### config.mk
export PLATFORM = sky130hd
export DESIGN_NAME = life_cellular_automaton_step_flat
export DESIGN_NICKNAME = d
export VERILOG_FILES = /design/src/rtl/lcas_pkg.sv /design/src/rtl/lcas_channels.sv /design/src/rtl/life_cellular_automaton_step.sv /design/src/rtl/lcas_front.sv /design/src/rtl/lcas_queue.sv /design/src/rtl/lcas_back.sv /design/src/flat_wrapper.sv
export VERILOG_INCLUDE_DIRS = /design/src /design/src/rtl
export SDC_FILE = /design/constraint.sdc
export NUM_CORES = 1
export LEC_CHECK = 0
export ABC_AREA = 1
export BUFFER_PORTS_ARGS = -buffer_cell sky130_fd_sc_hd__buf_4
export CORE_MARGIN = 2
export CORE_UTILIZATION = 45
export CTS_CLUSTER_DIAMETER = 150
export DETAILED_ROUTE_END_ITERATION = 12
export HOLD_SLACK_MARGIN = 0.05
export PLACE_DENSITY_LB_ADDON = 0.08
export SYNTH_ARGS = -nofsm -noshare
export SYNTH_HDL_FRONTEND = slang
export SYNTH_SLANG_ARGS = --single-unit
### constraint.sdc
create_clock -name clock -period 9.4 [get_ports clock]
set_clock_uncertainty 0.05 [all_clocks]
set_input_delay 0.47 -clock clock [delete_from_list [all_inputs] [get_ports clock]]
set_output_delay 0.47 -clock clock [all_outputs]
set_load 0.02 [all_outputs]
### src/rtl/life_cellular_automaton_step_macros.svh
// assertion macros used by the top-level rtl
`ifndef LIFE_CELLULAR_AUTOMATON_STEP_MACROS_SVH
`define LIFE_CELLULAR_AUTOMATON_STEP_MACROS_SVH

// same-cycle implication
`define LCAS_ASSERT_NOW(lbl, clk, rst, ante, cons, msg) \
   lbl: assert property (@(posedge clk) disable iff (rst) (ante) |-> (cons)) else $error(msg);

// next-cycle implication
`define LCAS_ASSERT_NEXT(lbl, clk, rst, ante, cons, msg) \
   lbl: assert property (@(posedge clk) disable iff (rst) (ante) |=> (cons)) else $error(msg);

`endif

### src/rtl/lcas_pkg.sv
`timescale 1ns / 1ps
`default_nettype none
package lcas_pkg;

   localparam int MAX_SIDE = 32;
   localparam int POS_W    = $clog2(MAX_SIDE);
   localparam int CELL_W   = 5;
   localparam int SIZE_W   = 6;

   localparam int BIRTH_COUNT   = 3;
   localparam int SURVIVE_COUNT = 2;

   localparam int QDEPTH = 4;
   localparam int QPTR_W = $clog2(QDEPTH);
   localparam int QCNT_W = QPTR_W + 1;

   // result slots of one record, in emission order
   localparam int NUM_SLOTS = 4;
   localparam int SLOT_W    = 2;
   localparam logic [SLOT_W-1:0] SLOT_ABOVE_LEFT = 2'd0;
   localparam logic [SLOT_W-1:0] SLOT_HERE_LEFT  = 2'd1;
   localparam logic [SLOT_W-1:0] SLOT_ABOVE      = 2'd2;
   localparam logic [SLOT_W-1:0] SLOT_HERE       = 2'd3;

   typedef struct packed {
      logic [NUM_SLOTS-1:0] mask;
      logic [NUM_SLOTS-1:0] vals;
      logic [POS_W-1:0]     row;
      logic [POS_W-1:0]     col;
   } lcas_rec_type;

   typedef struct packed {
      logic full;
      logic empty;
   } lcas_qstat_type;

   // b3/s23 on the centre of three 3-bit rows
   function automatic logic life_rule(logic [2:0] top, logic [2:0] mid, logic [2:0] bot);
      logic [3:0] count;
      count = 4'(top[0]) + 4'(top[1]) + 4'(top[2]) + 4'(bot[0]) + 4'(bot[1])
            + 4'(bot[2]) + 4'(mid[0]) + 4'(mid[2]);
      return (count == 4'(BIRTH_COUNT)) || (mid[1] && (count == 4'(SURVIVE_COUNT)));
   endfunction

   function automatic logic [CELL_W-1:0] to_field(logic [POS_W-1:0] pos);
      return CELL_W'(pos);
   endfunction

endpackage
`default_nettype wire

### src/rtl/lcas_channels.sv
`timescale 1ns / 1ps
`default_nettype none
interface lcas_req_if;
   logic valid;
   logic ready;
   logic alive;
   modport source (output valid, output alive, input ready);
   modport sink (input valid, input alive, output ready);
endinterface

interface lcas_rsp_if;
   logic                           valid;
   logic                           ready;
   logic                           next_alive;
   logic [lcas_pkg::CELL_W-1:0]    cell_row;
   logic [lcas_pkg::CELL_W-1:0]    cell_col;
   logic                           frame_last;
   modport source (output valid, output next_alive, output cell_row, output cell_col,
                   output frame_last, input ready);
   modport sink (input valid, input next_alive, input cell_row, input cell_col,
                 input frame_last, output ready);
endinterface

interface lcas_csr_if;
   logic                        valid;
   logic                        ready;
   logic [lcas_pkg::SIZE_W-1:0] grid_side;
   modport source (output valid, output grid_side, input ready);
   modport sink (input valid, input grid_side, output ready);
endinterface
`default_nettype wire

### src/rtl/life_cellular_automaton_step.sv
//  channel   dir  transfer payload                                  handshake
//  req_chan  in   alive                                             valid/ready
//  rsp_chan  out  next_alive, cell_row, cell_col, frame_last         valid/ready
//  csr_chan  in   grid_side                                         valid/ready
//
//  one cell accepted per clock while the record queue is not full; results leave one
//  per clock from a registered output while rsp_chan is ready; the last row gives
//  two results per input, so the 4-entry record queue fills and req_chan stalls there
//  reset is synchronous: board side 32, position (0,0), window, queue and output cleared
//  csr_chan is always ready; a write restarts the frame at (0,0)
`timescale 1ns / 1ps
`default_nettype none
`include "life_cellular_automaton_step_macros.svh"
module life_cellular_automaton_step (
   input  wire logic  clock,
   input  wire logic  reset,
   lcas_req_if.sink   req_chan,
   lcas_rsp_if.source rsp_chan,
   lcas_csr_if.sink   csr_chan
);

   logic                     push;
   logic                     pop;
   lcas_pkg::lcas_rec_type   push_rec;
   lcas_pkg::lcas_rec_type   head_rec;
   lcas_pkg::lcas_qstat_type qstat;
   logic                     rsp_last;
   logic                     rsp_on_diag;

   lcas_front u_front (
      .clock    (clock),
      .reset    (reset),
      .req      (req_chan),
      .csr      (csr_chan),
      .qstat    (qstat),
      .push     (push),
      .push_rec (push_rec)
   );

   lcas_queue u_queue (
      .clock    (clock),
      .reset    (reset),
      .push     (push),
      .push_rec (push_rec),
      .pop      (pop),
      .head_rec (head_rec),
      .qstat    (qstat)
   );

   lcas_back u_back (
      .clock    (clock),
      .reset    (reset),
      .head_rec (head_rec),
      .qstat    (qstat),
      .pop      (pop),
      .rsp      (rsp_chan)
   );

   assign rsp_last    = rsp_chan.valid && rsp_chan.frame_last;
   assign rsp_on_diag = (rsp_chan.cell_row == rsp_chan.cell_col);

   `LCAS_ASSERT_NOW(a_no_push_full, clock, reset, push, !qstat.full, "push into full queue")
   `LCAS_ASSERT_NOW(a_no_pop_empty, clock, reset, pop, !qstat.empty, "pop from empty queue")
   `LCAS_ASSERT_NOW(a_last_on_diag, clock, reset, rsp_last, rsp_on_diag, "frame_last off corner")

endmodule
`default_nettype wire

### src/rtl/lcas_front.sv
`timescale 1ns / 1ps
`default_nettype none
module lcas_front (
   input  wire logic                   clock,
   input  wire logic                   reset,
   lcas_req_if.sink                    req,
   lcas_csr_if.sink                    csr,
   input  wire lcas_pkg::lcas_qstat_type qstat,
   output      logic                   push,
   output      lcas_pkg::lcas_rec_type push_rec
);

   localparam int POS_W = lcas_pkg::POS_W;

   logic                upper_ff  [lcas_pkg::MAX_SIDE];
   logic                middle_ff [lcas_pkg::MAX_SIDE];
   logic [2:0]          win_top_ff, win_top_in;
   logic [2:0]          win_mid_ff, win_mid_in;
   logic [2:0]          win_bot_ff, win_bot_in;
   logic [POS_W-1:0]    in_row_ff, in_row_in;
   logic [POS_W-1:0]    in_col_ff, in_col_in;
   logic [POS_W-1:0]    side_last_ff, side_last_in;

   logic                accept;
   logic                csr_write;
   logic [POS_W-1:0]    r, c;
   logic                last_row, last_col, row_ge1, col_ge1;
   logic                u, m;
   logic [2:0]          wt, wm, wb;
   logic [2:0]          wt2, wm2, wb2;
   lcas_pkg::lcas_rec_type rec;

   assign req.ready = !qstat.full;
   assign csr.ready = 1'b1;
   assign accept    = req.valid && req.ready;
   assign csr_write = csr.valid && csr.ready;

   always_comb begin
      if (csr.grid_side == '0) begin
         side_last_in = '0;
      end else if (csr.grid_side > lcas_pkg::SIZE_W'(lcas_pkg::MAX_SIDE)) begin
         side_last_in = POS_W'(lcas_pkg::MAX_SIDE - 1);
      end else begin
         side_last_in = POS_W'(csr.grid_side - 1'b1);
      end
   end

   always_comb begin
      if ((in_row_ff > side_last_ff) || (in_col_ff > side_last_ff)) begin
         r = '0;
         c = '0;
      end else begin
         r = in_row_ff;
         c = in_col_ff;
      end
      last_row = (r == side_last_ff);
      last_col = (c == side_last_ff);
      row_ge1  = (r != '0);
      col_ge1  = (c != '0);
      u = (r >= POS_W'(2)) ? upper_ff[c] : 1'b0;
      m = row_ge1 ? middle_ff[c] : 1'b0;
      if (c == '0) begin
         wt = {2'b00, u};
         wm = {2'b00, m};
         wb = {2'b00, req.alive};
      end else begin
         wt = {win_top_ff[1:0], u};
         wm = {win_mid_ff[1:0], m};
         wb = {win_bot_ff[1:0], req.alive};
      end
      wt2 = {wt[1:0], 1'b0};
      wm2 = {wm[1:0], 1'b0};
      wb2 = {wb[1:0], 1'b0};

      rec.row = r;
      rec.col = c;
      rec.mask[lcas_pkg::SLOT_ABOVE_LEFT] = col_ge1 && row_ge1;
      rec.mask[lcas_pkg::SLOT_HERE_LEFT]  = col_ge1 && last_row;
      rec.mask[lcas_pkg::SLOT_ABOVE]      = last_col && row_ge1;
      rec.mask[lcas_pkg::SLOT_HERE]       = last_col && last_row;
      rec.vals[lcas_pkg::SLOT_ABOVE_LEFT] = lcas_pkg::life_rule(wt, wm, wb);
      rec.vals[lcas_pkg::SLOT_HERE_LEFT]  = lcas_pkg::life_rule(wm, wb, 3'b000);
      rec.vals[lcas_pkg::SLOT_ABOVE]      = lcas_pkg::life_rule(wt2, wm2, wb2);
      rec.vals[lcas_pkg::SLOT_HERE]       = lcas_pkg::life_rule(wm2, wb2, 3'b000);

      win_top_in = win_top_ff;
      win_mid_in = win_mid_ff;
      win_bot_in = win_bot_ff;
      in_row_in  = in_row_ff;
      in_col_in  = in_col_ff;
      if (csr_write) begin
         win_top_in = '0;
         win_mid_in = '0;
         win_bot_in = '0;
         in_row_in  = '0;
         in_col_in  = '0;
      end else if (accept) begin
         win_top_in = wt;
         win_mid_in = wm;
         win_bot_in = wb;
         if (last_col) begin
            in_col_in = '0;
            in_row_in = last_row ? '0 : r + 1'b1;
         end else begin
            in_col_in = c + 1'b1;
            in_row_in = r;
         end
      end
   end

   assign push     = accept && (rec.mask != '0);
   assign push_rec = rec;

   always_ff @(posedge clock) begin
      if (reset) begin
         win_top_ff   <= '0;
         win_mid_ff   <= '0;
         win_bot_ff   <= '0;
         in_row_ff    <= '0;
         in_col_ff    <= '0;
         side_last_ff <= POS_W'(lcas_pkg::MAX_SIDE - 1);
      end else begin
         win_top_ff <= win_top_in;
         win_mid_ff <= win_mid_in;
         win_bot_ff <= win_bot_in;
         in_row_ff  <= in_row_in;
         in_col_ff  <= in_col_in;
         if (csr_write) begin
            side_last_ff <= side_last_in;
         end
      end
   end

   // line stores, no reset: rows before the first are masked
   always_ff @(posedge clock) begin
      if (accept && !csr_write) begin
         upper_ff[c]  <= middle_ff[c];
         middle_ff[c] <= req.alive;
      end
   end

endmodule
`default_nettype wire

### src/rtl/lcas_queue.sv
`timescale 1ns / 1ps
`default_nettype none
module lcas_queue (
   input  wire logic                     clock,
   input  wire logic                     reset,
   input  wire logic                     push,
   input  wire lcas_pkg::lcas_rec_type   push_rec,
   input  wire logic                     pop,
   output      lcas_pkg::lcas_rec_type   head_rec,
   output      lcas_pkg::lcas_qstat_type qstat
);

   localparam int QPTR_W = lcas_pkg::QPTR_W;
   localparam int QCNT_W = lcas_pkg::QCNT_W;

   lcas_pkg::lcas_rec_type store_ff [lcas_pkg::QDEPTH];
   logic [QPTR_W-1:0] wr_ptr_ff, wr_ptr_in;
   logic [QPTR_W-1:0] rd_ptr_ff, rd_ptr_in;
   logic [QCNT_W-1:0] count_ff, count_in;

   assign qstat.full  = (count_ff == QCNT_W'(lcas_pkg::QDEPTH));
   assign qstat.empty = (count_ff == '0);
   assign head_rec    = store_ff[rd_ptr_ff];

   always_comb begin
      wr_ptr_in = push ? wr_ptr_ff + 1'b1 : wr_ptr_ff;
      rd_ptr_in = pop ? rd_ptr_ff + 1'b1 : rd_ptr_ff;
      count_in  = count_ff;
      if (push && !pop) begin
         count_in = count_ff + 1'b1;
      end else if (pop && !push) begin
         count_in = count_ff - 1'b1;
      end
   end

   always_ff @(posedge clock) begin
      if (reset) begin
         wr_ptr_ff <= '0;
         rd_ptr_ff <= '0;
         count_ff  <= '0;
      end else begin
         wr_ptr_ff <= wr_ptr_in;
         rd_ptr_ff <= rd_ptr_in;
         count_ff  <= count_in;
      end
   end

   always_ff @(posedge clock) begin
      if (push) begin
         store_ff[wr_ptr_ff] <= push_rec;
      end
   end

endmodule
`default_nettype wire

### src/rtl/lcas_back.sv
`timescale 1ns / 1ps
`default_nettype none
module lcas_back (
   input  wire logic                     clock,
   input  wire logic                     reset,
   input  wire lcas_pkg::lcas_rec_type   head_rec,
   input  wire lcas_pkg::lcas_qstat_type qstat,
   output      logic                     pop,
   lcas_rsp_if.source                    rsp
);

   localparam int POS_W  = lcas_pkg::POS_W;
   localparam int CELL_W = lcas_pkg::CELL_W;
   localparam int NS     = lcas_pkg::NUM_SLOTS;

   logic [NS-1:0]        cur_mask_ff, cur_mask_in;
   logic [NS-1:0]        cur_vals_ff, cur_vals_in;
   logic [POS_W-1:0]     cur_row_ff, cur_row_in;
   logic [POS_W-1:0]     cur_col_ff, cur_col_in;
   logic                 rsp_valid_ff, rsp_valid_in;
   logic                 next_alive_ff, next_alive_in;
   logic [CELL_W-1:0]    cell_row_ff, cell_row_in;
   logic [CELL_W-1:0]    cell_col_ff, cell_col_in;
   logic                 frame_last_ff, frame_last_in;

   logic                     step;
   logic [lcas_pkg::SLOT_W-1:0] sel;
   logic [NS-1:0]            mask_left;
   logic [POS_W-1:0]         row_above, col_left;

   assign row_above = cur_row_ff - 1'b1;
   assign col_left  = cur_col_ff - 1'b1;

   always_comb begin
      step = (!rsp_valid_ff || rsp.ready) && (cur_mask_ff != '0);

      priority if (cur_mask_ff[lcas_pkg::SLOT_ABOVE_LEFT]) begin
         sel = lcas_pkg::SLOT_ABOVE_LEFT;
      end else if (cur_mask_ff[lcas_pkg::SLOT_HERE_LEFT]) begin
         sel = lcas_pkg::SLOT_HERE_LEFT;
      end else if (cur_mask_ff[lcas_pkg::SLOT_ABOVE]) begin
         sel = lcas_pkg::SLOT_ABOVE;
      end else begin
         sel = lcas_pkg::SLOT_HERE;
      end

      mask_left = cur_mask_ff;
      if (step) begin
         mask_left[sel] = 1'b0;
      end

      pop         = (mask_left == '0) && !qstat.empty;
      cur_mask_in = mask_left;
      cur_vals_in = cur_vals_ff;
      cur_row_in  = cur_row_ff;
      cur_col_in  = cur_col_ff;
      if (pop) begin
         cur_mask_in = head_rec.mask;
         cur_vals_in = head_rec.vals;
         cur_row_in  = head_rec.row;
         cur_col_in  = head_rec.col;
      end

      rsp_valid_in  = step || (rsp_valid_ff && !rsp.ready);
      next_alive_in = next_alive_ff;
      cell_row_in   = cell_row_ff;
      cell_col_in   = cell_col_ff;
      frame_last_in = frame_last_ff;
      if (step) begin
         next_alive_in = cur_vals_ff[sel];
         frame_last_in = 1'b0;
         unique case (sel)
            lcas_pkg::SLOT_ABOVE_LEFT: begin
               cell_row_in = lcas_pkg::to_field(row_above);
               cell_col_in = lcas_pkg::to_field(col_left);
            end
            lcas_pkg::SLOT_HERE_LEFT: begin
               cell_row_in = lcas_pkg::to_field(cur_row_ff);
               cell_col_in = lcas_pkg::to_field(col_left);
            end
            lcas_pkg::SLOT_ABOVE: begin
               cell_row_in = lcas_pkg::to_field(row_above);
               cell_col_in = lcas_pkg::to_field(cur_col_ff);
            end
            lcas_pkg::SLOT_HERE: begin
               cell_row_in   = lcas_pkg::to_field(cur_row_ff);
               cell_col_in   = lcas_pkg::to_field(cur_col_ff);
               frame_last_in = 1'b1;
            end
            default: begin
               cell_row_in = cell_row_ff;
               cell_col_in = cell_col_ff;
            end
         endcase
      end
   end

   always_ff @(posedge clock) begin
      if (reset) begin
         cur_mask_ff  <= '0;
         rsp_valid_ff <= 1'b0;
      end else begin
         cur_mask_ff  <= cur_mask_in;
         rsp_valid_ff <= rsp_valid_in;
      end
   end

   always_ff @(posedge clock) begin
      cur_vals_ff   <= cur_vals_in;
      cur_row_ff    <= cur_row_in;
      cur_col_ff    <= cur_col_in;
      next_alive_ff <= next_alive_in;
      cell_row_ff   <= cell_row_in;
      cell_col_ff   <= cell_col_in;
      frame_last_ff <= frame_last_in;
   end

   assign rsp.valid      = rsp_valid_ff;
   assign rsp.next_alive = next_alive_ff;
   assign rsp.cell_row   = cell_row_ff;
   assign rsp.cell_col   = cell_col_ff;
   assign rsp.frame_last = frame_last_ff;

endmodule
`default_nettype wire
### src/flat_wrapper.sv
// flat-port wrapper written by rule: the top's interface ports become plain ports
module life_cellular_automaton_step_flat 
  (clock, reset, req_chan_valid, req_chan_alive, req_chan_ready, rsp_chan_valid, rsp_chan_next_alive, rsp_chan_cell_row, rsp_chan_cell_col, rsp_chan_frame_last, rsp_chan_ready, csr_chan_valid, csr_chan_grid_side, csr_chan_ready);
  lcas_req_if req_chan_i ();
  lcas_rsp_if rsp_chan_i ();
  lcas_csr_if csr_chan_i ();
  input  wire logic clock;
  input  wire logic reset;
  input wire logic [$bits(req_chan_i.valid)-1:0] req_chan_valid;
  input wire logic [$bits(req_chan_i.alive)-1:0] req_chan_alive;
  output wire logic [$bits(req_chan_i.ready)-1:0] req_chan_ready;
  output wire logic [$bits(rsp_chan_i.valid)-1:0] rsp_chan_valid;
  output wire logic [$bits(rsp_chan_i.next_alive)-1:0] rsp_chan_next_alive;
  output wire logic [$bits(rsp_chan_i.cell_row)-1:0] rsp_chan_cell_row;
  output wire logic [$bits(rsp_chan_i.cell_col)-1:0] rsp_chan_cell_col;
  output wire logic [$bits(rsp_chan_i.frame_last)-1:0] rsp_chan_frame_last;
  input wire logic [$bits(rsp_chan_i.ready)-1:0] rsp_chan_ready;
  input wire logic [$bits(csr_chan_i.valid)-1:0] csr_chan_valid;
  input wire logic [$bits(csr_chan_i.grid_side)-1:0] csr_chan_grid_side;
  output wire logic [$bits(csr_chan_i.ready)-1:0] csr_chan_ready;
  assign req_chan_i.valid = req_chan_valid;
  assign req_chan_i.alive = req_chan_alive;
  assign req_chan_ready = req_chan_i.ready;
  assign rsp_chan_valid = rsp_chan_i.valid;
  assign rsp_chan_next_alive = rsp_chan_i.next_alive;
  assign rsp_chan_cell_row = rsp_chan_i.cell_row;
  assign rsp_chan_cell_col = rsp_chan_i.cell_col;
  assign rsp_chan_frame_last = rsp_chan_i.frame_last;
  assign rsp_chan_i.ready = rsp_chan_ready;
  assign csr_chan_i.valid = csr_chan_valid;
  assign csr_chan_i.grid_side = csr_chan_grid_side;
  assign csr_chan_ready = csr_chan_i.ready;
  life_cellular_automaton_step u_core (.clock(clock), .reset(reset), .req_chan(req_chan_i), .rsp_chan(rsp_chan_i), .csr_chan(csr_chan_i));
endmodule
# Word level (Yosys, flattened, before mapping)
# Memory sizes are Yosys's and may differ from the RTL's. A register that Yosys moved wholly into a read port is not among the register bits.
# Cells that the tools add are included.
totals:
  ram_bits: 136
  elab_cells: 145
  memories: 3
  in_bits: 12
  ff_bits: 59
classes:
  add_sub_neg: 24
  reduce_logical: 46
  bitwise_logic: 2
  eq_ne: 14
  n_mux: 32
  order_cmp: 6
mem_list:
  columns: ["memory", "words", "width", "read_ports", "rd_ports_with_merged_regs", "wr", "line_no", "source"]
  rows:
  - ["u_core.u_queue.store_ff", 4, 18, 1, 1, 1, "lcas_queue.sv:16", "lcas_pkg::lcas_rec_type store_ff [lcas_pkg::QDEPTH];"]
  - ["u_core.u_front.middle_ff", 32, 1, 1, 0, 1, "lcas_front.sv:16", "logic middle_ff [lcas_pkg::MAX_SIDE];"]
  - ["u_core.u_front.upper_ff", 32, 1, 1, 0, 1, "lcas_front.sv:15", "logic upper_ff [lcas_pkg::MAX_SIDE];"]
ops:
  columns: ["op", "n"]
  rows:
  - ["4-bit by 1-bit adder with 4-bit output", 10]
  - ["5-bit two-way mux", 7]
  - ["4-bit by 2-bit equality test with 1-bit output, second input constant", 6]
  - ["5-bit case mux with 2 select lines", 2]
  - ["1-bit logical AND", 17]
  - ["3-bit two-way mux", 5]
  - ["5-bit by 1-bit subtractor with 5-bit output, second input constant", 3]
  - ["5-bit by 1-bit adder with 5-bit output, second input constant", 2]
  - ["5-bit equality test", 2]
  - ["5-bit > comparator", 2]
  - ["1-bit two-way mux", 10]
  - ["5-bit nonzero test", 2]
  - ["2-bit OR reduction", 5]
  - ["2-bit two-way mux", 4]
  - ["4-bit two-way mux", 2]
  - ["4-bit nonzero test", 2]
  - ["1-bit logical NOT", 7]
  - ["1-bit logical OR", 7]
  - ["2-bit by 1-bit adder with 3-bit output", 2]
  - ["3-bit by 2-bit equality test with 1-bit output, second input constant", 2]
  - ["6-bit > comparator, second input constant", 1]
  - ["6-bit logical NOT", 1]
  - ["5-bit by 2-bit greater-or-equal comparator with 1-bit output, second input constant", 1]
  - ["5-bit logical NOT", 1]
  - ["other kinds (18)", 21]

# Longest topological paths before layout
logic_depth:
  word_depth: 16
  mapped_depth: 28
  mapped_depth_nobuf: 28

# Modules after synthesis
# A second synthesis with hierarchy kept.
hier_totals:
  hier_cells: 929
  area_unflattened_um2: 9603.0
by_module_without_submodules:
  columns: ["mod", "seq_area_each_um2", "cells_each", "instances", "area_per_inst_um2"]
  rows:
  - ["lcas_front", 2342.2, 602, 1, 5183.7]
  - ["lcas_queue", 2342.2, 232, 1, 3153.0]
  - ["lcas_back", 880.8, 95, 1, 1266.2]

# Worst setup path after synthesis
# Ideal clock, no wire load.
synth_path:
  kind: "register to register"
  start: "reg u_core.u_front.side_last_ff[4]"
  end: "mem u_core.u_queue.store_ff[0][10] (netlist name), data pin"
  path_slack_ns: 4.654
  arrival_ns: 4.530
  path_buffers: 1
  required_time_ns: 9.183
  synth_period_minus_slack_ns: 4.746
  stages_incl_launch_ff: 28
  setup_time_ns: 0.167
  cell_sequence: "dfxtp_1 inv_1 ha_1 nand2_2 inv_1 nand2_1 nand3_2 nand2_4 buf_6 nand3_2 ha_1 nor3_1 nand2_1 nand2_1 nor2_1 nand3b_1 inv_1 ha_1 inv_1 fa_1 fa_1 inv_1 fa_1 inv_1 fa_1 a21oi_1 o21ai_0 nor2_1"
synth_rtl:
  columns: ["element", "line_no", "source"]
  rows:
  - ["start: declaration", "lcas_front.sv:22", "logic [POS_W-1:0] side_last_ff, side_last_in;"]
  - ["start signal: assignment", "lcas_front.sv:121", "side_last_ff <= POS_W'(lcas_pkg::MAX_SIDE - 1);"]
  - ["start signal: assignment", "lcas_front.sv:129", "side_last_ff <= side_last_in;"]
  - ["end: declaration", "lcas_queue.sv:16", null]

==> flow_summary_export.csv <==
group,metric,value,unit
status,status,"complete, no violations",
global_routing,grt_pass1_wl,33950,um
global_routing,antenna_found_initial,0,
worst_setup_path,cp.required,9.60,ns
pwr,p_total,2.432,mW
finish,syn_to_final_growth,11.17,%
placed_design,gp_congestion,0.8626,
pwr,power_frac_comb,21.9,%
placed_design,hpwl,13910,um
sta,grt_setup_unrepaired,"false",
synthesis,synth_top_area_share,51.21,%
clocking,insertion_delay,0.44,ns
clocking,cts_made_buffers,17,
synthesis,yosys.area.top_type,"edfxtp_1",
worst_setup_path,criticalPathCategory,"reg -> reg",
floorplan,coreArea,0.02089,sq mm
sta,period_minus_slack,5.902,ns
synthesis,yosys-top-cells-area,"edfxtp_1 (51%), dfxtp_1 (7.4%), nand2_1 (7.0%)",
finish,final_cells,1262,
sta,maxSlewViolCount,0,
worst_setup_path,worstPathMaxFanout,35,
floorplan,die-area,0.02229,sq mm
pwr,p_clk_share,31.8,%
global_routing,grt_pass1_vias,6319,
worst_setup_path,r2r_start,"u_core.u_front.in_col_ff[0]",
sta,tightest_slew,0.9833,ns
min_path,min_path_cells,2,
sta,whs,0.2333,ns
placed_design,place_inst,1230,
clocking,clk_path_buf_depth,2,
pwr,p_sw,755.9,uW
clocking,cts_tree,"built",
pwr,ir_drop,0.0001207,V
job,drv_cap,0,
synthesis,syn_inst,950,
floorplan,dieHeight,149.3,um
clocking,ctsRootBufferMaster,"clkbuf_16",
synthesis,syn_avg_cell_area,10.00,sq um
placed_design,io_buffers,25,
floorplan,die_w,149.3,um
sta,setup_tns,0,ns
global_routing,grt.total_usage,20.00,%
finish,diodes,0,
floorplan,ios,27,
pwr,power_density,230.3,mW/mm^2
synthesis,yosysWarnings,0,
pwr,p_leak,4.337,nW
worst_setup_path,worstSetupStartpoint,"u_core.u_front.in_col_ff[0]",
placed_design,placed_area,0.009946,sq mm
synthesis,synth_most_common_cell,"nand2_1",
pwr,p_seq_share,46.3,%
clocking,holdBufCountCts,0,
routing,drcViolationCount,0,
sta,hold_violations,0,
synthesis,synth.distinct_cells,41,
routing,vias,6461,
routing,viasPerCell,5.120,
pwr,p_int,1.676,mW
min_path,min-delay-start,"reset",
global_routing,grt_max_degree,38,
routing,first_iter_violations,344,
clocking,clkTransAtPathRegs,0.08,ns
worst_setup_path,reg2reg_depth,21,
finish,fin_area,0.01056,sq mm
routing,wirelength,21000,um
sta,finalWorstSetupSlack,3.498,ns
finish,utilization,50.56,%
clocking,cts_sinks,197,
synthesis,syn_area,0.009500,sq mm
synthesis,synthArstFlopShare,0,%
worst_setup_path,r2r_setup_slack,3.50,ns
global_routing,grt_overflow,0,
floorplan,start_util,45.48,%
floorplan,num_rows,53,
synthesis,yosys-top-cells-count,"nand2_1 (178), edfxtp_1 (162), nor2_1 (129)",
routing,ant_nets,0,
clocking,htree_levels,4,
worst_setup_path,cp.arrival,6.10,ns
clocking,cts_resized,0,
finish,fin_nets,1030,
synthesis,synth_edf_count,162,
routing,routedWlPerCell,16.64,um
pwr,switching_share,31.08,%
worst_setup_path,worst_setup_path_start_kind,"flip-flop",
placed_design,dp_slack,3.439,ns
synthesis,ys.flop_type,"edfxtp_1",
finish,drive_above_1_share,11.25,%
sta,setup_violations,0,
routing,first_pass_iters,5,
min_path,hp-class,"in -> reg",
synthesis,syn_nets,1006,
synthesis,yosysSeqAreaShare,58.58,%
sta,max_freq,0.1694,GHz
sta,fin_crit_sh,62.79,%
worst_setup_path,crit_path_end_kind,"flip-flop",
clocking,post_cts_buffers,0,
sta,slew-limit-headroom,34.04,%
synthesis,ys_ff_latch,197,
[cells in the final DEF, fill, tap and decap left out, types with 6 or more instances in the layout]
cell and instances:
nand2_1 178, edfxtp_1 162, nor2_1 129, inv_1 114
o21ai_0 70, nand3_1 38, dfxtp_1 35, ha_1 34
buf_4 32, a21oi_1 30, o22ai_1 19, nand4_1 17
clkbuf_16 17, nand2_2 11, fa_1 10, nor2_2 9
nand3_2 8, xor2_1 8, inv_2 6, nor3_1 6
o211ai_1 6
[power groups by stage]
stage | Sequential (mW) | Clock (mW) | Combinational [mW]
global route | 1.14 | 0.819 | 0.602
detailed placement | 1.15 | 0 | 0.540
global placement | 1.15 | 0 | 0.535
finish | 1.13 | 0.773 | 0.533
CTS | 1.13 | 0.787 | 0.540
floorplan | 1.17 | 0 | 0.329
[worst max-delay path, stage by stage (launching register included)]
cell and delay [ns]:
dfxtp_1 0.31, buf_4 0.32, inv_1 0.12, ha_1 0.31, nand2_2 0.07, nand2_4 0.28
nand3_2 0.62, ha_1 0.50, nand2_2 0.23, nand2_1 0.12, inv_1 0.07, ha_1 0.22
inv_1 0.11, fa_1 0.45, fa_1 0.51, inv_1 0.05, fa_1 0.41, inv_1 0.08
fa_1 0.41, a21oi_1 0.12, o21ai_0 0.10, nor2_1 0.21
[kinds of logic (layout without fill, tap and decap cells)]
logic type      after synthesis  count (layout)  share of synthesized area [%]
fa+ha+maj                    44              44                          6.585
flops                       197             197                          58.58
simple gates                409             409                          19.50
other cells                   1               1                        0.03947
compound gates              138             138                          7.902
xor+xnor                     12              12                          1.106
buf+inv                     149             186                          6.282
[worst paths after layout]
kind	endpoint
max reg2reg	u_core.u_queue.store_ff[0][10]
min reg2reg	u_core.u_queue.rd_ptr_ff[1]
max	u_core.u_queue.store_ff[0][10]
min	u_core.u_back.cur_mask_ff[3]
[state kept, by name, indices dropped and copies added (netlist names), 2 cells and up, named ones only]
register and count:
u_core.u_queue.store_ff 72, u_core.u_front.middle_ff 32, u_core.u_front.upper_ff 32, u_core.u_back.cur_col_ff 5, u_core.u_back.cur_row_ff 5, u_core.u_back.rsp.cell_col 5
u_core.u_back.rsp.cell_row 5, u_core.u_front.in_col_ff 5, u_core.u_front.in_row_ff 5, u_core.u_front.side_last_ff 5, u_core.u_back.cur_mask_ff 4, u_core.u_back.cur_vals_ff 4
u_core.u_queue.count_ff 3, u_core.u_front.win_bot_ff 2, u_core.u_front.win_mid_ff 2, u_core.u_front.win_top_ff 2, u_core.u_queue.rd_ptr_ff 2, u_core.u_queue.wr_ptr_ff 2
[cell type report]
| class | instances | area [sq um] |
|---|---|---|
| fill | 1936 | 10330 |
| sequential | 197 | 5565 |
| multi-input combinational | 604 | 3338 |
| inverter | 122 | 457.9 |
| clock buffer | 17 | 425.4 |
| tap | 275 | 344.1 |
| timing repair buffer | 32 | 240.2 |
| clock inverter | 15 | 190.2 |
[layer usage]
layer	vias to the layer above	GRT usage (%)	share of wire, %
li1	3230	-	-
met1	3092	26.17	46
met2	112	33.64	49
met3	27	3.486	3.4
met4	0	7.048	1.7
met5	-	0	0
Note: power is estimated with default switching activity, not from simulation.
